$ cat src/sv/assert_macros.svh
// Assertion macros for the execute top, which checks its own logic.
`ifndef ASSERT_MACROS_SVH
`define ASSERT_MACROS_SVH

// Same-cycle implication, checked at every rising edge outside reset.
`define ASSERT_IMPLIES(label, ante, cons, msg) \
    label: assert property (@(posedge clk) disable iff (!rst_n) (ante) |-> (cons)) \
        else $error(msg);

// Next-cycle implication, checked at every rising edge outside reset.
`define ASSERT_NEXT(label, ante, cons, msg) \
    label: assert property (@(posedge clk) disable iff (!rst_n) (ante) |=> (cons)) \
        else $error(msg);

`endif

$ cat src/sv/mie_pkg.sv
// Types and constants shared by the MOV immediate execute block.
package mie_pkg;

    localparam logic [1:0] MODE_NODISP = 2'd0;
    localparam logic [1:0] MODE_DISP8  = 2'd1;
    localparam logic [1:0] MODE_DISP32 = 2'd2;
    localparam logic [1:0] MODE_REG    = 2'd3;

    localparam logic [1:0] SIZE_BYTE  = 2'd0;
    localparam logic [1:0] SIZE_WORD  = 2'd1;
    localparam logic [1:0] SIZE_DWORD = 2'd2;

    localparam logic [2:0] RM_SIB      = 3'd4;
    localparam logic [2:0] RM_DISP32   = 3'd5;
    localparam logic [2:0] BASE_DISP32 = 3'd5;
    localparam logic [2:0] INDEX_NONE  = 3'd4;

    localparam logic       FUNC_MOV  = 1'b0;
    localparam logic       FUNC_LOAD = 1'b1;

    localparam logic [31:0] KEEP_HI24   = 32'hffffff00;
    localparam logic [31:0] BYTE_LO     = 32'h000000ff;
    localparam logic [31:0] KEEP_NOT_HB = 32'hffff00ff;
    localparam logic [31:0] BYTE_HI     = 32'h0000ff00;
    localparam logic [31:0] KEEP_HI16   = 32'hffff0000;
    localparam logic [31:0] WORD_LO     = 32'h0000ffff;

    // Decoded instruction as it travels through the pipeline.
    typedef struct packed {
        logic        func;
        logic [1:0]  addr_mode;
        logic [2:0]  rm_field;
        logic [1:0]  sib_scale;
        logic [2:0]  sib_index;
        logic [2:0]  sib_base;
        logic [31:0] displacement;
        logic [31:0] immediate;
        logic        wide;
        logic        operand_16;
    } mie_inst_t;

    typedef struct packed {
        logic        mem_write;
        logic [31:0] mem_address;
        logic [1:0]  mem_size;
        logic [31:0] mem_data;
        logic        reg_written;
        logic [2:0]  reg_number;
        logic [31:0] reg_value;
    } mie_res_t;

    typedef struct packed {
        logic        en;
        logic [2:0]  addr;
        logic [31:0] data;
    } mie_wr_t;

    typedef struct packed {
        logic        en;
        logic [2:0]  addr_a;
        logic [2:0]  addr_b;
    } mie_rd_t;

endpackage

$ cat src/sv/mie_if.sv
// Request and result channel interfaces of the MOV immediate execute block.
interface mie_req_if;
    logic        valid;
    logic        ready;
    logic        func;
    logic [1:0]  addr_mode;
    logic [2:0]  rm_field;
    logic [1:0]  sib_scale;
    logic [2:0]  sib_index;
    logic [2:0]  sib_base;
    logic [31:0] displacement;
    logic [31:0] immediate;
    logic        wide;
    logic        operand_16;

    modport source (
        output valid, func, addr_mode, rm_field, sib_scale, sib_index, sib_base,
               displacement, immediate, wide, operand_16,
        input  ready
    );
    modport sink (
        input  valid, func, addr_mode, rm_field, sib_scale, sib_index, sib_base,
               displacement, immediate, wide, operand_16,
        output ready
    );
endinterface

interface mie_rsp_if;
    logic        valid;
    logic        ready;
    logic        mem_write;
    logic [31:0] mem_address;
    logic [1:0]  mem_size;
    logic [31:0] mem_data;
    logic        reg_written;
    logic [2:0]  reg_number;
    logic [31:0] reg_value;

    modport source (
        output valid, mem_write, mem_address, mem_size, mem_data, reg_written,
               reg_number, reg_value,
        input  ready
    );
    modport sink (
        input  valid, mem_write, mem_address, mem_size, mem_data, reg_written,
               reg_number, reg_value,
        output ready
    );
endinterface

$ cat src/sv/x86_mov_imm_execute_top.sv
// Executes decoded MOV r/m,imm instructions against an eight-entry register file.
//
// Channel cmd carries one decoded instruction per request: the function
// (execute or register load), ModRM mode and rm, the SIB fields, the
// displacement, the immediate and the operand size bits. Channel rsp carries
// one result per request: either a memory write (address, size, data) or the
// register that changed and its new full value.
// The edge that accepts a request loads the execute stage register and reads the
// register file memory; when the execute stage advances, the address or merge is
// computed, the register is written back and the output register is loaded.
// Throughput is one request per cycle while rsp is not stalled. The register file
// memory has two read ports and one write port; a one-entry bypass of the newest
// write serves a request whose read overlaps the write of the request just ahead.
// Reset clears all eight registers to zero at once (per-entry valid bits), so
// requests are taken from the first cycle after reset.
// When the receiver stalls, the output register holds its result and the
// execute stage fills behind it; cmd.ready falls only when both are full.
`include "assert_macros.svh"

module x86_mov_imm_execute_top
    import mie_pkg::*;
(
    input  logic      clk,
    input  logic      rst_n,
    mie_req_if.sink   cmd,
    mie_rsp_if.source rsp
);

    mie_inst_t   inst_in;
    mie_inst_t   s1_inst_reg;
    logic        s1_vld_reg;
    logic        s1_adv;
    logic        cmd_fire;
    mie_rd_t     rd;
    mie_wr_t     wr;
    logic [31:0] data_a;
    logic [31:0] data_b;
    mie_res_t    res;
    mie_res_t    out_reg;
    logic        out_vld_reg;

    always_comb
    begin
        inst_in.func         = cmd.func;
        inst_in.addr_mode    = cmd.addr_mode;
        inst_in.rm_field     = cmd.rm_field;
        inst_in.sib_scale    = cmd.sib_scale;
        inst_in.sib_index    = cmd.sib_index;
        inst_in.sib_base     = cmd.sib_base;
        inst_in.displacement = cmd.displacement;
        inst_in.immediate    = cmd.immediate;
        inst_in.wide         = cmd.wide;
        inst_in.operand_16   = cmd.operand_16;
    end

    assign s1_adv    = s1_vld_reg && (!out_vld_reg || rsp.ready);
    assign cmd.ready = !s1_vld_reg || s1_adv;
    assign cmd_fire  = cmd.valid && cmd.ready;

    // Byte register mode addresses entries 0..3 for both low and high bytes.
    always_comb
    begin
        rd.en     = cmd_fire;
        rd.addr_b = cmd.sib_index;
        if (cmd.func == FUNC_MOV && cmd.addr_mode != MODE_REG && cmd.rm_field == RM_SIB)
            rd.addr_a = cmd.sib_base;
        else if (cmd.func == FUNC_MOV && cmd.addr_mode == MODE_REG && !cmd.wide)
            rd.addr_a = {1'b0, cmd.rm_field[1:0]};
        else
            rd.addr_a = cmd.rm_field;
    end

    mie_regfile u_regfile (
        .clk    (clk),
        .rst_n  (rst_n),
        .rd     (rd),
        .wr     (wr),
        .data_a (data_a),
        .data_b (data_b)
    );

    mie_exec u_exec (
        .inst   (s1_inst_reg),
        .data_a (data_a),
        .data_b (data_b),
        .res    (res)
    );

    always_comb
    begin
        wr.en   = s1_adv && res.reg_written;
        wr.addr = res.reg_number;
        wr.data = res.reg_value;
    end

    always_ff @(posedge clk or negedge rst_n)
    begin
        if (!rst_n)
        begin
            s1_vld_reg  <= 1'b0;
            out_vld_reg <= 1'b0;
        end
        else
        begin
            if (cmd.ready)
                s1_vld_reg <= cmd.valid;
            if (s1_adv)
                out_vld_reg <= 1'b1;
            else if (rsp.ready)
                out_vld_reg <= 1'b0;
        end
    end

    always_ff @(posedge clk)
    begin
        if (cmd_fire)
            s1_inst_reg <= inst_in;
        if (s1_adv)
            out_reg <= res;
    end

    assign rsp.valid       = out_vld_reg;
    assign rsp.mem_write   = out_reg.mem_write;
    assign rsp.mem_address = out_reg.mem_address;
    assign rsp.mem_size    = out_reg.mem_size;
    assign rsp.mem_data    = out_reg.mem_data;
    assign rsp.reg_written = out_reg.reg_written;
    assign rsp.reg_number  = out_reg.reg_number;
    assign rsp.reg_value   = out_reg.reg_value;

    `ASSERT_IMPLIES(a_one_kind, rsp.valid, rsp.mem_write != rsp.reg_written,
        "result must be exactly one of memory write or register update")
    `ASSERT_IMPLIES(a_mem_zero, rsp.valid && !rsp.mem_write,
        rsp.mem_address == 32'd0 && rsp.mem_size == SIZE_BYTE && rsp.mem_data == 32'd0,
        "memory fields must be zero without a write")
    `ASSERT_IMPLIES(a_wr_only_adv, wr.en, s1_adv,
        "register file written while execute stage is stalled")
    `ASSERT_NEXT(a_fire_fills, cmd_fire, s1_vld_reg,
        "accepted request did not enter the execute stage")

endmodule

$ cat src/sv/mie_regfile.sv
// Eight-entry register file memory with two read ports and write bypass.
module mie_regfile
    import mie_pkg::*;
(
    input  logic        clk,
    input  logic        rst_n,
    input  mie_rd_t     rd,
    input  mie_wr_t     wr,
    output logic [31:0] data_a,
    output logic [31:0] data_b
);

    logic [31:0] mem [8];
    logic [31:0] q_a_reg;
    logic [31:0] q_b_reg;
    logic [7:0]  vld_reg;
    logic        vld_a_reg;
    logic        vld_b_reg;
    logic [2:0]  addr_a_reg;
    logic [2:0]  addr_b_reg;
    logic        lw_vld_reg;
    logic [2:0]  lw_addr_reg;
    logic [31:0] lw_data_reg;

    always_ff @(posedge clk)
    begin
        if (wr.en)
        begin
            mem[wr.addr] <= wr.data;
        end
        if (rd.en)
        begin
            q_a_reg <= mem[rd.addr_a];
            q_b_reg <= mem[rd.addr_b];
        end
    end

    // Entries never written since reset read as zero.
    always_ff @(posedge clk or negedge rst_n)
    begin
        if (!rst_n)
        begin
            vld_reg    <= '0;
            vld_a_reg  <= 1'b0;
            vld_b_reg  <= 1'b0;
            addr_a_reg <= '0;
            addr_b_reg <= '0;
            lw_vld_reg <= 1'b0;
        end
        else
        begin
            if (wr.en)
            begin
                vld_reg[wr.addr] <= 1'b1;
                lw_vld_reg       <= 1'b1;
            end
            if (rd.en)
            begin
                vld_a_reg  <= vld_reg[rd.addr_a];
                vld_b_reg  <= vld_reg[rd.addr_b];
                addr_a_reg <= rd.addr_a;
                addr_b_reg <= rd.addr_b;
            end
        end
    end

    always_ff @(posedge clk)
    begin
        if (wr.en)
        begin
            lw_addr_reg <= wr.addr;
            lw_data_reg <= wr.data;
        end
    end

    // The last write is always the newest value of its entry, so it may
    // override the memory output whether it landed before or with the read.
    always_comb
    begin
        if (lw_vld_reg && lw_addr_reg == addr_a_reg)
            data_a = lw_data_reg;
        else
            data_a = vld_a_reg ? q_a_reg : '0;
        if (lw_vld_reg && lw_addr_reg == addr_b_reg)
            data_b = lw_data_reg;
        else
            data_b = vld_b_reg ? q_b_reg : '0;
    end

endmodule

$ cat src/sv/mie_exec.sv
// Address generation and register merge for one instruction.
module mie_exec
    import mie_pkg::*;
(
    input  mie_inst_t   inst,
    input  logic [31:0] data_a,
    input  logic [31:0] data_b,
    output mie_res_t    res
);

    logic [1:0]  size;
    logic [31:0] disp;
    logic [31:0] base_val;
    logic [31:0] index_val;
    logic [31:0] merged;
    logic [2:0]  reg_num;
    logic [31:0] data_mask;

    always_comb
    begin
        size = inst.wide ? (inst.operand_16 ? SIZE_WORD : SIZE_DWORD) : SIZE_BYTE;

        case (inst.addr_mode)
            MODE_DISP8:  disp = {{24{inst.displacement[7]}}, inst.displacement[7:0]};
            MODE_DISP32: disp = inst.displacement;
            default:     disp = '0;
        endcase

        if (inst.addr_mode == MODE_NODISP &&
            ((inst.rm_field == RM_DISP32) ||
             (inst.rm_field == RM_SIB && inst.sib_base == BASE_DISP32)))
            base_val = inst.displacement;
        else
            base_val = data_a + disp;

        if (inst.rm_field == RM_SIB && inst.sib_index != INDEX_NONE)
            index_val = data_b << inst.sib_scale;
        else
            index_val = '0;

        // High byte registers AH..BH live in bits 15:8 of entries 0..3.
        reg_num = inst.rm_field;
        case (size)
            SIZE_BYTE:
            begin
                reg_num = {1'b0, inst.rm_field[1:0]};
                if (!inst.rm_field[2])
                    merged = (data_a & KEEP_HI24) | (inst.immediate & BYTE_LO);
                else
                    merged = (data_a & KEEP_NOT_HB) | ((inst.immediate << 8) & BYTE_HI);
            end
            SIZE_WORD: merged = (data_a & KEEP_HI16) | (inst.immediate & WORD_LO);
            default:   merged = inst.immediate;
        endcase

        case (size)
            SIZE_BYTE: data_mask = BYTE_LO;
            SIZE_WORD: data_mask = WORD_LO;
            default:   data_mask = '1;
        endcase

        res = '0;
        if (inst.func == FUNC_LOAD)
        begin
            res.reg_written = 1'b1;
            res.reg_number  = inst.rm_field;
            res.reg_value   = inst.immediate;
        end
        else if (inst.addr_mode == MODE_REG)
        begin
            res.reg_written = 1'b1;
            res.reg_number  = reg_num;
            res.reg_value   = merged;
        end
        else
        begin
            res.mem_write   = 1'b1;
            res.mem_address = base_val + index_val;
            res.mem_size    = size;
            res.mem_data    = inst.immediate & data_mask;
        end
    end

endmodule

$ cat src/flat_wrapper.sv
// flat-port wrapper written by rule: the top's interface ports become plain ports
module x86_mov_imm_execute_top_flat import mie_pkg::*;
  (clk, rst_n, cmd_valid, cmd_func, cmd_addr_mode, cmd_rm_field, cmd_sib_scale, cmd_sib_index, cmd_sib_base, cmd_displacement, cmd_immediate, cmd_wide, cmd_operand_16, cmd_ready, rsp_valid, rsp_mem_write, rsp_mem_address, rsp_mem_size, rsp_mem_data, rsp_reg_written, rsp_reg_number, rsp_reg_value, rsp_ready);
  mie_req_if cmd_i ();
  mie_rsp_if rsp_i ();
  input  logic clk;
  input  logic rst_n;
  input wire logic [$bits(cmd_i.valid)-1:0] cmd_valid;
  input wire logic [$bits(cmd_i.func)-1:0] cmd_func;
  input wire logic [$bits(cmd_i.addr_mode)-1:0] cmd_addr_mode;
  input wire logic [$bits(cmd_i.rm_field)-1:0] cmd_rm_field;
  input wire logic [$bits(cmd_i.sib_scale)-1:0] cmd_sib_scale;
  input wire logic [$bits(cmd_i.sib_index)-1:0] cmd_sib_index;
  input wire logic [$bits(cmd_i.sib_base)-1:0] cmd_sib_base;
  input wire logic [$bits(cmd_i.displacement)-1:0] cmd_displacement;
  input wire logic [$bits(cmd_i.immediate)-1:0] cmd_immediate;
  input wire logic [$bits(cmd_i.wide)-1:0] cmd_wide;
  input wire logic [$bits(cmd_i.operand_16)-1:0] cmd_operand_16;
  output wire logic [$bits(cmd_i.ready)-1:0] cmd_ready;
  output wire logic [$bits(rsp_i.valid)-1:0] rsp_valid;
  output wire logic [$bits(rsp_i.mem_write)-1:0] rsp_mem_write;
  output wire logic [$bits(rsp_i.mem_address)-1:0] rsp_mem_address;
  output wire logic [$bits(rsp_i.mem_size)-1:0] rsp_mem_size;
  output wire logic [$bits(rsp_i.mem_data)-1:0] rsp_mem_data;
  output wire logic [$bits(rsp_i.reg_written)-1:0] rsp_reg_written;
  output wire logic [$bits(rsp_i.reg_number)-1:0] rsp_reg_number;
  output wire logic [$bits(rsp_i.reg_value)-1:0] rsp_reg_value;
  input wire logic [$bits(rsp_i.ready)-1:0] rsp_ready;
  assign cmd_i.valid = cmd_valid;
  assign cmd_i.func = cmd_func;
  assign cmd_i.addr_mode = cmd_addr_mode;
  assign cmd_i.rm_field = cmd_rm_field;
  assign cmd_i.sib_scale = cmd_sib_scale;
  assign cmd_i.sib_index = cmd_sib_index;
  assign cmd_i.sib_base = cmd_sib_base;
  assign cmd_i.displacement = cmd_displacement;
  assign cmd_i.immediate = cmd_immediate;
  assign cmd_i.wide = cmd_wide;
  assign cmd_i.operand_16 = cmd_operand_16;
  assign cmd_ready = cmd_i.ready;
  assign rsp_valid = rsp_i.valid;
  assign rsp_mem_write = rsp_i.mem_write;
  assign rsp_mem_address = rsp_i.mem_address;
  assign rsp_mem_size = rsp_i.mem_size;
  assign rsp_mem_data = rsp_i.mem_data;
  assign rsp_reg_written = rsp_i.reg_written;
  assign rsp_reg_number = rsp_i.reg_number;
  assign rsp_reg_value = rsp_i.reg_value;
  assign rsp_i.ready = rsp_ready;
  x86_mov_imm_execute_top u_core (.clk(clk), .rst_n(rst_n), .cmd(cmd_i), .rsp(rsp_i));
endmodule
$ cat config.mk
export PLATFORM = sky130hd
export DESIGN_NAME = x86_mov_imm_execute_top_flat
export DESIGN_NICKNAME = d
export VERILOG_FILES = /design/src/sv/mie_pkg.sv /design/src/sv/mie_if.sv /design/src/sv/x86_mov_imm_execute_top.sv /design/src/sv/mie_regfile.sv /design/src/sv/mie_exec.sv /design/src/flat_wrapper.sv
export VERILOG_INCLUDE_DIRS = /design/src /design/src/sv
export SDC_FILE = /design/constraint.sdc
export NUM_CORES = 1
export LEC_CHECK = 0
export ABC_AREA = 1
export BUFFER_PORTS_ARGS = -buffer_cell sky130_fd_sc_hd__buf_2
export CAP_MARGIN = 10
export CORE_MARGIN = 5
export CORE_UTILIZATION = 40
export DETAILED_ROUTE_END_ITERATION = 16
export PLACE_DENSITY = 0.58
export SLEW_MARGIN = 20
export SYNTH_ARGS = -nofsm -noshare
export SYNTH_HDL_FRONTEND = slang
export SYNTH_SLANG_ARGS = --single-unit
$ cat constraint.sdc
create_clock -name clk -period 4.7 [get_ports clk]
set_clock_uncertainty 0.2 [all_clocks]
set_input_delay 1.175 -clock clk [delete_from_list [all_inputs] [get_ports clk]]
set_output_delay 1.175 -clock clk [all_outputs]
set_load 0.05 [all_outputs]
==> results.txt, run 1 <==
----------------------------------------------------
[STA]
  Min Clock Period, post-route ... 4.83 ns
  Total Neg Setup Slack ... -0.534 ns
  Post-route worst setup slack ... -0.130 ns
  Number of endpoints with negative hold slack in the final report ... 0
  Worst slew margin ... 0.252
  Final Max Slew Viols ... 0
  Setup repair after global routing missed its margin ... yes
  Maximum clock frequency ... 207 MHz
  Final setup violation count ... 7
  Final hold slack ... 0.283 ns
  Portion of the clock cycle consumed by the worst path in the final layout ... 1.03
  Measured slew at the worst slew-check pin ... 1.11 ns

[Synth]
  FF+latch count, synth ... 557
  Synthesized Nets ... 3,067
  Mean instance size in the synthesized netlist ... 9.76 um^2
  Library cell with the largest summed area after synthesis ... sky130_fd_sc_hd__edfxtp_1
  Mapped cell area ... 0.0285 mm^2
  Portion of synthesized cell area occupied by the leading cell type ... 0.568
  Synthesized instance count ... 2,915
  Number of warnings reported in the yosys synthesis log ... 0
  Async S/R FF share, synth ... 0.0341
  Ranking of synthesized cells by area ... sky130_fd_sc_hd__edfxtp_1 (57%), sky130_fd_sc_hd__nand2_1 (6.0%), sky130_fd_sc_hd__o21ai_0 (5.7%), sky130_fd_sc_hd__a21oi_1 (4.6%), sky130_fd_sc_hd__inv_1 (4.0%)
  Count of flip-flops with a built-in enable after synthesis ... 538
  Top_reg_cell synth ... sky130_fd_sc_hd__edfxtp_1
  Sequential share of the synthesized area ... 0.585
  Number of unique standard cell types used by synthesis ... 50

[Placement]
  Area after detailed placement ... 0.0323 mm^2
  Placed cells ... 4,173
  Total half-perimeter wirelength after legalization and detailed placement ... 64.5 mm
  Placer Congestion ... 0.925
  Post-placement setup slack ... -1.15 ns
  Number of port buffers ... 188

[Layout]
  Most common library cell in the layout ignoring fill and taps ... sky130_fd_sc_hd__edfxtp_1
  Post-route cell area ... 0.0360 mm^2
  Number of standard cells in the final layout excluding fillers ... 4,315
  Top library cells by usage in the layout, fill and taps aside ... sky130_fd_sc_hd__edfxtp_1 (538), sky130_fd_sc_hd__nand2_1 (406), sky130_fd_sc_hd__o21ai_0 (288)
  Antenna Cells ... 0
  Fraction of final layout cells with drive strength greater than 1 ... 0.266
  Net total in the final layout ... 3,479
  Growth of design area from synthesis to finish ... 26.4%
  Number of flip-flops under the largest register name ... 256

[Critical path]
  Reg-to-reg setup timing slack ... -0.13 ns
  Critical path launch point type ... register
  R2R cell count ... 28
  CP Data Arrival Time ... 5.00 ns
  Worst setup path class ... reg -> reg
  Source of the critical timing path ... u_core.u_regfile.lw_addr_reg[0]
  Worst reg2reg startpoint ... u_core.u_regfile.lw_addr_reg[0]
  Endpoint class of the critical path ... register
  Cell with the most instances on the worst path ... sky130_fd_sc_hd__nand2_1
  Worst-path cell with the longest stage delay ... sky130_fd_sc_hd__edfxtp_1
  Largest driver fanout on the critical path ... 21
  Worst Path Required ... 4.87 ns
  Delay of the slowest cell on the worst path ... 0.42 ns

[Global routing]
  Initial antenna violation count ... 3
  Overall Global Routing Usage ... 0.232
  Pin count of the biggest net entering global routing ... 165
  Total global routing overflow ... 0
  Wire length of the first global-routing pass ... 139 mm
  Via count of the first global-routing pass ... 23,000

[Clock tree]
  TritonCTS sink count ... 557
  CTS tree ... built
  Later-pin clock latency in the skew report ... 0.64 ns
  Number of H-tree levels ... 2
  Buffer levels on the longest clock path ... 3
  Number of buffers created by CTS ... 59
  Hold Buf Count CTS ... 0
  Clock transition time at the flip-flop clock pins of the worst setup and hold paths ... 0.06 ns
  CTS Root Cell ... sky130_fd_sc_hd__clkbuf_16

[Drt]
  DRC errors left ... 0
  Vias per inst ... 5.46
  Starting DRT DRC Count ... 1,995
  First-pass iteration count of the detailed router ... 5
  Routed length per placed instance ... 21.6 um
  Final Routed Wirelength ... 93.4 mm
  Number of nets with antenna violations after detailed routing ... 0
  Total number of vias ... 23,600

[Hold path]
  Hold Startpoint ... u_core.u_regfile.vld_reg[6]
  Hold depth ... 2
  Class of the tightest hold or removal check ... reg -> reg

[Power]
  Seq pwr share ... 0.413
  Reported leakage power ... 14.3 nW
  Power density normalized to cell area ... 411 mW/mm^2
  Part of the power in the clock network ... 0.303
  Cell Int Power ... 9.99 mW
  Switch share ... 0.324
  Largest voltage drop on the vdd net ... 0.325 mV
  Switching component of the power ... 4.78 mW
  Combinational group share of total power ... 0.284

[Floorplanning]
  Starting density of the core ... 0.405
  Boundary pin count ... 189
  DIE WIDTH ... 277 um
  Total core area ... 0.0703 mm^2
  Area of the die ... 0.0766 mm^2
  Number of placement rows ... 97
  Chip Height ... 277 um

[Status]
  Violations in the final reports ... negative setup slack
  Status ... finished with violations

[Flow run]
  Max-cap violations ... 0

----------------------------------------------------
==> layout make-up <==
type | count | area (um^2)
sequential | 557 | 16600
tap | 940 | 1180
clock inverter | 20 | 223
multi-input combinational | 1891 | 11500
fill | 6286 | 34300
inverter | 314 | 1190
clock buffer | 89 | 1620
timing repair buffer | 504 | 3640
==> critical path: cells and delay by family (launching register included) <==
| kind | cells | cell delay [ns] |
|---|---|---|
| AOI/OAI and AO/OA | 6 | 0.96 |
| adders and majority gates | 2 | 0.65 |
| DFF | 1 | 0.42 |
| and+or+nand+nor | 15 | 1.63 |
| buffers and inverters | 5 | 0.67 |
==> routing by layer <==
| layer | vias up | part of all wire | track usage |
|---|---|---|---|
| met5 | - | 0 | 0 |
| met4 | 0 | 0.028 | 0.0638 |
| met3 | 161 | 0.065 | 0.0365 |
| met2 | 866 | 0.46 | 0.370 |
| met1 | 11400 | 0.45 | 0.332 |
| li1 | 11200 | - | - |
==> cells in the mapped netlist (all sizes together) (7+ instances only) <==
library cell and instances:
clkbuf 94, or2 45, a21oi 264, o211ai 103, o21ai 347, a31oi 97
nor2 255, ha 66, nor3 16, xnor2 7, edfxtp 538, inv 309
nand3 84, o21bai 9, o22ai 60, dfrtp 19, nand2 458, mux2i 23
buf 59, nand4 9, o21a 7, a21o 7
==> final timing paths <==
check,to
worst max-delay path,u_core.rsp.mem_address[31]
worst min-delay path,u_core.u_regfile.vld_reg[6]
worst max register to register,u_core.rsp.mem_address[31]
worst min register to register,u_core.u_regfile.vld_reg[6]
max in group asynchronous,u_core.u_regfile.vld_a_reg
min in group asynchronous,u_core.s1_vld_reg
==> per-stage QoR <==
stage,utilization,total power [mW]
3_5_place_dp,0.460,9.75
2_1_floorplan,-,8.26
3_3_place_gp,0.460,9.73
4_1_cts,0.493,14.4
6_report,0.512,14.8
5_1_grt,0.512,15.4
==> power groups by stage <==
stage / registers [mW] / logic (mW) / clock network [mW]
after floorplan: 6.60 / 1.66 / 0
after global placement: 6.18 / 3.55 / 0
after detailed placement: 6.19 / 3.57 / 0
after CTS: 6.09 / 3.73 / 4.59
after global routing: 6.13 / 4.52 / 4.79
final: 6.10 / 4.19 / 4.48
==> cell families after synthesis <==
| group | share of synthesized area |
|---|---|
| compound gates | 0.179 |
| simple gates | 0.129 |
| flops | 0.585 |
| buf+inv | 0.0653 |
| fa+ha+maj | 0.0304 |
| mux | 0.00809 |
| xor+xnor | 0.00339 |
==> timing repair <==
item                       4_1_cts  5_1_grt
setup buffers                    9       18
setup endpoints to repair       18       22
gates resized for setup        104      255
pin swaps                       18       78
cloned                           0        4
No activity file was read; power rests on OpenSTA's default activity.
==> run 2, diff against run 1 <==
--- a/config.mk
+++ b/config.mk
@@ -12,7 +12,7 @@
 export CORE_MARGIN = 5
 export CORE_UTILIZATION = 40
 export DETAILED_ROUTE_END_ITERATION = 16
-export PLACE_DENSITY = 0.58
+export PLACE_DENSITY_LB_ADDON = 0.08
 export SLEW_MARGIN = 20
 export SYNTH_ARGS = -nofsm -noshare
 export SYNTH_HDL_FRONTEND = slang
==> results.txt, run 2 (synthesized netlist as in run 1, its figures left out) <==
----------------------------------------------------
[Status]
  Status ... completed

[Floorplanning]
  Area of the die ... 0.0766 mm^2 (unchanged)
  Chip Height ... 277 um (unchanged)
  DIE WIDTH ... 277 um (unchanged)
  Total core area ... 0.0703 mm^2 (unchanged)
  Number of placement rows ... 97 (unchanged)
  Starting density of the core ... 0.405 (unchanged)
  Boundary pin count ... 189 (unchanged)

[Placement]
  Number of port buffers ... 188 (unchanged)
  Post-placement setup slack ... -0.539 ns (+0.616 ns)
  Area after detailed placement ... 0.0325 mm^2 (+0.56%)
  Placed cells ... 4,191 (+0.43%)
  Total half-perimeter wirelength after legalization and detailed placement ... 67.6 mm (+4.8%)
  Placer Congestion ... 0.954 (+3.2%)

[Layout]
  Growth of design area from synthesis to finish ... 28.3%
  Area of all sequential standard cells ... 0.0166 mm^2 (about the same)
  Number of standard cells in the final layout excluding fillers ... 4,340 (+0.58%)
  Most common library cell in the layout ignoring fill and taps ... sky130_fd_sc_hd__edfxtp_1
  Fraction of final layout cells with drive strength greater than 1 ... 0.288 (+0.0217)
  Number of flip-flops under the largest register name ... 256 (unchanged)
  Net total in the final layout ... 3,503 (+0.69%)
  Filler Cell Count ... 6,407 (+1.9%)
  Post-route cell area ... 0.0365 mm^2 (+1.5%)
  Top library cells by usage in the layout, fill and taps aside ... sky130_fd_sc_hd__edfxtp_1 (538), sky130_fd_sc_hd__nand2_1 (396), sky130_fd_sc_hd__buf_4 (303)
  Area of the multi-input gates ... 0.0117 mm^2 (+1.9%)
  Layout Utilization ... 0.520 (+0.00766)

[STA]
  Post-route worst setup slack ... 0.0634 ns (+0.193 ns)
  Total Neg Setup Slack ... 0 ns (+0.534 ns)
  Number of endpoints with negative hold slack in the final report ... 0 (unchanged)
  Portion of the clock cycle consumed by the worst path in the final layout ... 0.987 (-0.0411)
  Final hold slack ... 0.283 ns (+0.000177 ns)
  Min Clock Period, post-route ... 4.64 ns (-0.193 ns)
  Setup repair after global routing missed its margin ... yes
  Final Max Slew Viols ... 0 (unchanged)
  Maximum clock frequency ... 216 MHz (+4.2%)
  Worst slew margin ... 0.201 (-0.0509)
  Measured slew at the worst slew-check pin ... 1.20 ns (+0.0838 ns)
  Final setup violation count ... 0 (-7)

[Critical path]
  Largest driver fanout on the critical path ... 12 (-43%)
  Worst setup path class ... reg -> reg
  Critical path launch point type ... register
  CP Data Arrival Time ... 4.82 ns (-0.18 ns)
  Worst Path Required ... 4.88 ns (about the same)
  Endpoint class of the critical path ... register

[Power]
  Power density normalized to cell area ... 414 mW/mm^2 (+0.68%)
  Design Power ... 15.1 mW (+2.2%)
  Largest voltage drop on the vdd net ... 0.314 mV (-3.3%)
  Reported leakage power ... 14.5 nW (+1.3%)

[Global routing]
  Via count of the first global-routing pass ... 23,100 (+0.50%)
  Wire length of the first global-routing pass ... 143 mm (+2.4%)
  Initial antenna violation count ... 5 (+2)
  Overall Global Routing Usage ... 0.241 (+0.00867)
  Pin count of the biggest net entering global routing ... 140 (-15%)
  Total global routing overflow ... 0 (unchanged)

[Drt]
  Total number of vias ... 23,600 (-0.034%)
  Starting DRT DRC Count ... 1,931 (-3.2%)
  First-pass iteration count of the detailed router ... 5 (unchanged)
  Number of nets with antenna violations after detailed routing ... 0 (unchanged)
  Final Routed Wirelength ... 97.3 mm (+4.2%)
  Routed length per placed instance ... 22.4 um (+3.6%)
  Vias per inst ... 5.43 (-0.61%)
  DRC errors left ... 0 (unchanged)

[Clock tree]
  CTS Root Cell ... sky130_fd_sc_hd__clkbuf_16
  Hold Buf Count CTS ... 0 (unchanged)
  Number of H-tree levels ... 2 (unchanged)
  CTS tree ... built
  Buffer levels on the longest clock path ... 3 (unchanged)
  Later-pin clock latency in the skew report ... 0.66 ns (+0.02 ns)
  TritonCTS sink count ... 557 (unchanged)
  Clock transition time at the flip-flop clock pins of the worst setup and hold paths ... 0.06 ns (about the same)
  Number of buffers created by CTS ... 60 (+1.7%)

[Hold path]
  Class of the tightest hold or removal check ... in -> async

[Flow run]
  Max-cap violations ... 0 (unchanged)

----------------------------------------------------
[run 2: cell types whose count changed in the layout (fill, tap and decap cells not counted), sizes merged]
| cell | change |
|---|---|
| buf | +20 |
| clkinv | +5 |
| clkbuf | -3 |
| bufinv | +2 |
| diode | +2 |
| inv | -1 |
[run 2: worst paths after layout]
kind	start	endpoint	slack, ns	cells after the start
worst max-delay path	u_core.u_regfile.vld_a_reg	u_core.rsp.mem_address[30]	0.06	21
min in group clk	u_core.u_regfile.vld_reg[5]	u_core.u_regfile.vld_reg[5]	0.29	2
worst min-delay path	rst_n	u_core.u_regfile.addr_b_reg[1]	0.28	1
max in group asynchronous	rst_n	u_core.rsp.valid	3.66	1
worst max register to register	u_core.u_regfile.vld_a_reg	u_core.rsp.mem_address[30]	0.06	21
worst min register to register	u_core.u_regfile.vld_reg[5]	u_core.u_regfile.vld_reg[5]	0.29	2
[run 2: power by group]
part	total, mW	switching (mW)	internal [mW]
clock network	4.68	1.97	2.72
registers	6.10	0.168	5.94
logic	4.31	2.74	1.57
[run 2: critical path: stages, from the launching register on]
cell and delay, ns:
sky130_fd_sc_hd__dfrtp_1 0.71, sky130_fd_sc_hd__buf_4 0.40, sky130_fd_sc_hd__buf_4 0.24, sky130_fd_sc_hd__a31oi_1 0.10
sky130_fd_sc_hd__inv_1 0.14, sky130_fd_sc_hd__ha_4 0.23, sky130_fd_sc_hd__nand2_1 0.06, sky130_fd_sc_hd__nand2_1 0.07
sky130_fd_sc_hd__o21bai_2 0.23, sky130_fd_sc_hd__a21oi_2 0.16, sky130_fd_sc_hd__buf_4 0.13, sky130_fd_sc_hd__nor2_1 0.05
sky130_fd_sc_hd__nor3_2 0.21, sky130_fd_sc_hd__nand3_1 0.15, sky130_fd_sc_hd__a31oi_1 0.20, sky130_fd_sc_hd__ha_1 0.31
sky130_fd_sc_hd__a21oi_1 0.20, sky130_fd_sc_hd__o31ai_1 0.12, sky130_fd_sc_hd__a221oi_2 0.25, sky130_fd_sc_hd__nand3_1 0.10
sky130_fd_sc_hd__nand2_1 0.08, sky130_fd_sc_hd__nor2_1 0.04
[run 2: final cells by class]
| cell class | count | share of cell area |
|---|---|---|
| inverter | 314 | 0.0326 |
| tap | 940 | 0.0322 |
| sequential | 557 | 0.456 |
| antenna | 2 | 0.000137 |
| clock buffer | 83 | 0.0451 |
| clock inverter | 26 | 0.00823 |
| timing repair buffer | 527 | 0.105 |
| multi-input combinational | 1891 | 0.321 |
[run 2: timing repair]
| action | 4_1_cts | 5_1_grt |
|---|---|---|
| gates resized for setup | 87 | 330 |
| cloned | 0 | 5 |
| pin swaps | 7 | 83 |
| setup endpoints to repair | 19 | 22 |
| setup buffers | 7 | 23 |
[run 2: metal layers]
metal | GRT usage | wire, um
met2 | 0.400 | 46200
met1 | 0.339 | 43700
met3 | 0.0297 | 5230
met5 | 0 | 21
met4 | 0.0581 | 2130
==> run 3, diff against run 2 <==
--- a/config.mk
+++ b/config.mk
@@ -11,9 +11,12 @@
 export CAP_MARGIN = 10
 export CORE_MARGIN = 5
 export CORE_UTILIZATION = 40
+export CTS_CLUSTER_DIAMETER = 120
 export DETAILED_ROUTE_END_ITERATION = 16
 export PLACE_DENSITY_LB_ADDON = 0.08
+export SETUP_SLACK_MARGIN = 0.05
 export SLEW_MARGIN = 20
 export SYNTH_ARGS = -nofsm -noshare
 export SYNTH_HDL_FRONTEND = slang
+export SYNTH_HIERARCHICAL = 1
 export SYNTH_SLANG_ARGS = --single-unit
==> results.txt, run 3 <==
----------------------------------------------------
[Status]
  Status ... completed

[Global routing]
  Total global routing overflow ... 0 (unchanged)
  Initial antenna violation count ... 6 (+1)
  Wire length of the first global-routing pass ... 152 mm (+6.2%)
  Via count of the first global-routing pass ... 25,000 (+7.9%)
  Overall Global Routing Usage ... 0.239 (-0.00191)
  Pin count of the biggest net entering global routing ... 135 (-3.6%)

[Layout]
  Fraction of final layout cells with drive strength greater than 1 ... 0.190 (-0.0974)
  Top library cells by usage in the layout, fill and taps aside ... sky130_fd_sc_hd__nand2_1 (1,335), sky130_fd_sc_hd__edfxtp_1 (538), sky130_fd_sc_hd__inv_1 (490)
  Growth of design area from synthesis to finish ... 21.0%
  Post-route cell area ... 0.0374 mm^2 (+2.5%)
  Number of standard cells in the final layout excluding fillers ... 5,166 (+19%)
  Filler Cell Count ... 7,553 (+18%)
  Net total in the final layout ... 4,231 (+21%)
  Number of flip-flops under the largest register name ... 256 (unchanged)
  Layout Utilization ... 0.485 (-0.0343)
  Most common library cell in the layout ignoring fill and taps ... sky130_fd_sc_hd__nand2_1

[Floorplanning]
  Total core area ... 0.0771 mm^2 (+9.7%)
  Boundary pin count ... 189 (unchanged)
  Area of the die ... 0.0830 mm^2 (+8.4%)
  Starting density of the core ... 0.401 (-0.00377)
  Number of placement rows ... 102 (+5.2%)
  DIE WIDTH ... 288 um (+4.1%)
  Chip Height ... 288 um (+4.1%)

[Synth]
  Area share of and/or/nand/nor cells after synthesis ... 0.276 (+0.147)
  Synthesized Nets ... 3,878 (+26%)
  Number of unique standard cell types used by synthesis ... 55 (+10%)
  Most frequent cell after synthesis ... sky130_fd_sc_hd__nand2_1
  Dominant combinational cell family by area after synthesis ... simple AND/OR/NAND/NOR gates
  Mapped cell area ... 0.0309 mm^2 (+8.7%)
  Compound-Gate Fraction of Synth Area ... 0.0604 (-0.118)
  Mean instance size in the synthesized netlist ... 8.30 um^2 (-15%)
  FF+latch count, synth ... 557 (unchanged)
  Commonest cells in the synthesized netlist ... sky130_fd_sc_hd__nand2_1 (1,363), sky130_fd_sc_hd__edfxtp_1 (538), sky130_fd_sc_hd__inv_1 (502)
  Library cell with the largest summed area after synthesis ... sky130_fd_sc_hd__edfxtp_1
  Proportion of synthesized area in mux cells ... 0.000324 (-0.00777)
  Portion of synthesized cell area occupied by the leading cell type ... 0.523 (-0.0453)
  Ranking of synthesized cells by area ... sky130_fd_sc_hd__edfxtp_1 (52%), sky130_fd_sc_hd__nand2_1 (17%), sky130_fd_sc_hd__nand3_1 (6.2%), sky130_fd_sc_hd__inv_1 (6.1%), sky130_fd_sc_hd__nor2_1 (2.8%)
  Post-Synth XOR/XNOR Area ... 0.00340 (+0.0000130)
  Arithmetic-cell share of the synthesized area counting full adders, half adders and majority gates ... 0.0280 (-0.00243)
  Async S/R FF share, synth ... 0.0341 (unchanged)
  Number of warnings reported in the yosys synthesis log ... 6 (+6)
  Count of flip-flops with a built-in enable after synthesis ... 538 (unchanged)
  Synthesized instance count ... 3,726 (+28%)
  Top_reg_cell synth ... sky130_fd_sc_hd__edfxtp_1
  Sequential share of the synthesized area ... 0.538 (-0.0466)

[Drt]
  Starting DRT DRC Count ... 1,838 (-4.8%)
  Routed length per placed instance ... 19.8 um (-12%)
  Number of nets with antenna violations after detailed routing ... 0 (unchanged)
  First-pass iteration count of the detailed router ... 8 (+3)
  Final Routed Wirelength ... 102 mm (+5.3%)
  DRC errors left ... 0 (unchanged)
  Total number of vias ... 25,900 (+10%)
  Vias per inst ... 5.02 (-7.6%)

[Power]
  Power density normalized to cell area ... 392 mW/mm^2 (-5.2%)
  Largest voltage drop on the vdd net ... 0.308 mV (-2.1%)
  Cell Int Power ... 9.79 mW (-4.2%)
  Seq pwr share ... 0.416 (+0.012)
  Combinational group share of total power ... 0.278 (-0.008)
  Design Power ... 14.7 mW (-2.9%)
  Reported leakage power ... 17.3 nW (+19%)
  Part of the power in the clock network ... 0.305 (-0.005)
  Switching component of the power ... 4.87 mW (-0.18%)
  Switch share ... 0.332 (+0.00912)

[Critical path]
  Worst reg2reg startpoint ... u_core/s1_inst_reg[77]
  Reg-to-reg critical path endpoint ... u_core/rsp.mem_address[31]
  Delay of the slowest cell on the worst path ... 0.43 ns (-0.28 ns)
  Endpoint class of the critical path ... register
  Critical path launch point type ... register
  Critical Path, Cell by Cell ... inv_2, ha_2, buf_12, nand2_1, a21oi_2, ha_1, buf_4, a21oi_2, o21ai_0, a21oi_1, nand3_2, nand2_1, nand3_1, nand2_1, a31oi_1, ha_1, buf_4, nand2_1, nor3_2, nand2_2, o21ai_2, a21oi_4, a21oi_1, nor2_1
  Worst-path cell with the longest stage delay ... sky130_fd_sc_hd__edfxtp_1
  Worst setup path class ... reg -> reg
  Largest driver fanout on the critical path ... 24 (+12)
  CP Data Arrival Time ... 4.74 ns (-0.08 ns)
  Worst Path Required ... 4.90 ns (+0.02 ns)
  Cell with the most instances on the worst path ... sky130_fd_sc_hd__nand2_1
  R2R cell count ... 24 (+14%)
  Reg-to-reg setup timing slack ... 0.15 ns (+0.09 ns)

[Clock tree]
  Number of buffers created by CTS ... 61 (+1.7%)
  Clock transition time at the flip-flop clock pins of the worst setup and hold paths ... 0.07 ns (about the same)
  CTS tree ... built
  CTS Root Cell ... sky130_fd_sc_hd__clkbuf_16
  Later-pin clock latency in the skew report ... 0.64 ns (-0.02 ns)
  Buffer levels on the longest clock path ... 3 (unchanged)
  Number of H-tree levels ... 2 (unchanged)
  TritonCTS sink count ... 557 (unchanged)

[Placement]
  Total half-perimeter wirelength after legalization and detailed placement ... 68.8 mm (+1.7%)
  Placer Congestion ... 0.945 (-0.98%)
  Number of port buffers ... 188 (unchanged)
  Placed cells ... 5,034 (+20%)
  Area after detailed placement ... 0.0345 mm^2 (+6.2%)

[STA]
  Worst slew margin ... 0.233 (+0.0315)
  Maximum clock frequency ... 220 MHz (+2.0%)
  Portion of the clock cycle consumed by the worst path in the final layout ... 0.967 (-0.0190)
  Number of endpoints with negative hold slack in the final report ... 0 (unchanged)
  Min Clock Period, post-route ... 4.55 ns (-0.0895 ns)
  Measured slew at the worst slew-check pin ... 1.15 ns (-0.0473 ns)
  Final setup violation count ... 0 (unchanged)
  Final Max Slew Viols ... 0 (unchanged)
  Final hold slack ... 0.271 ns (-0.0123 ns)
  Setup repair after global routing missed its margin ... yes

[Hold path]
  Hold worst-path end ... u_core/u_regfile/vld_reg[5]
  Hold depth ... 2
  Class of the tightest hold or removal check ... reg -> reg
  Hold Startpoint ... u_core/u_regfile/vld_reg[5]

[Flow run]
  Max-cap violations ... 0 (unchanged)

----------------------------------------------------
==> run 3: per-layer routing <==
layer / vias to the layer above / global-route usage / part of all wire
li1: 12800 / - / -
met1: 12300 / 0.334 / 0.45
met2: 711 / 0.393 / 0.47
met3: 154 / 0.0313 / 0.055
met4: 0 / 0.0649 / 0.028
met5: - / 0 / 0
==> run 3: power by group through the flow <==
| stage | registers, mW | logic (mW) | clock network, mW |
|---|---|---|---|
| 6_report | 6.10 | 4.08 | 4.47 |
| 5_1_grt | 6.13 | 4.45 | 4.78 |
| 4_1_cts | 6.10 | 3.78 | 4.59 |
| 3_5_place_dp | 6.20 | 3.75 | 0 |
| 3_3_place_gp | 6.20 | 3.76 | 0 |
| 2_1_floorplan | 6.62 | 1.87 | 0 |
==> run 3: worst max path at each step <==
stage / from / endpoint / slack, ns / cells after the start
2_1_floorplan: rsp_ready / u_core/u_regfile/mem[1][0] / -0.01 / 6
3_3_place_gp: u_core/s1_inst_reg[77] / u_core/rsp.mem_address[24] / -0.25 / 25
3_5_place_dp: u_core/s1_inst_reg[77] / u_core/rsp.mem_address[24] / -0.31 / 25
4_1_cts: u_core/s1_inst_reg[77] / u_core/rsp.mem_address[24] / 0.05 / 26
5_1_grt: u_core/u_regfile/lw_addr_reg[1] / u_core/rsp.mem_address[25] / -0.08 / 29
6_report: u_core/s1_inst_reg[77] / u_core/rsp.mem_address[31] / 0.15 / 24
==> run 3: per-stage QoR <==
stage          worst slack, ns  setup TNS [ns]
3_5_place_dp            -0.306          -0.843
3_3_place_gp            -0.253          -0.597
5_1_grt                -0.0784          -0.232
4_1_cts                 0.0538               0
6_report                 0.153               0
2_1_floorplan          -0.0129           -1.26
==> run 3: layout make-up <==
type / instances / area, um^2 / share of cell area
Multi-Input combinational cell: 2487 / 12500 / 0.334
Tap cell: 1040 / 1300 / 0.0348
Timing Repair Buffer: 462 / 3260 / 0.0872
Antenna cell: 4 / 10.0 / 0.000268
Clock buffer: 79 / 1590 / 0.0426
Clock inverter: 27 / 205 / 0.00549
Inverter: 510 / 1920 / 0.0514
Sequential cell: 557 / 16600 / 0.445
==> run 3: cells by family after synthesis <==
| family | count (synthesis) |
|---|---|
| AND/OR/NAND/NOR | 2074 |
| multiplexers | 1 |
| XOR/XNOR | 12 |
| AO/OA/AOI/OAI | 332 |
| flip-flops | 557 |
| adder cells (fa/ha/maj) | 68 |
| buffers and inverters | 682 |
==> run 3: repair_timing <==
item                       4_1_cts  5_1_grt
pin swaps                        3       45
buffers inserted                 0       21
setup endpoints to repair       12       21
hold buffers                     0        0
gates resized for setup         13      196
cloned                           0        1
==> run 3: critical path: cells and delay by family (launching register included) <==
| kind | cells | cell delay, ns |
|---|---|---|
| and+or+nand+nor | 9 | 1.05 |
| buffers and inverters | 4 | 0.57 |
| AOI/OAI and AO/OA | 8 | 1.22 |
| DFF | 1 | 0.43 |
| adders and majority gates | 3 | 0.81 |
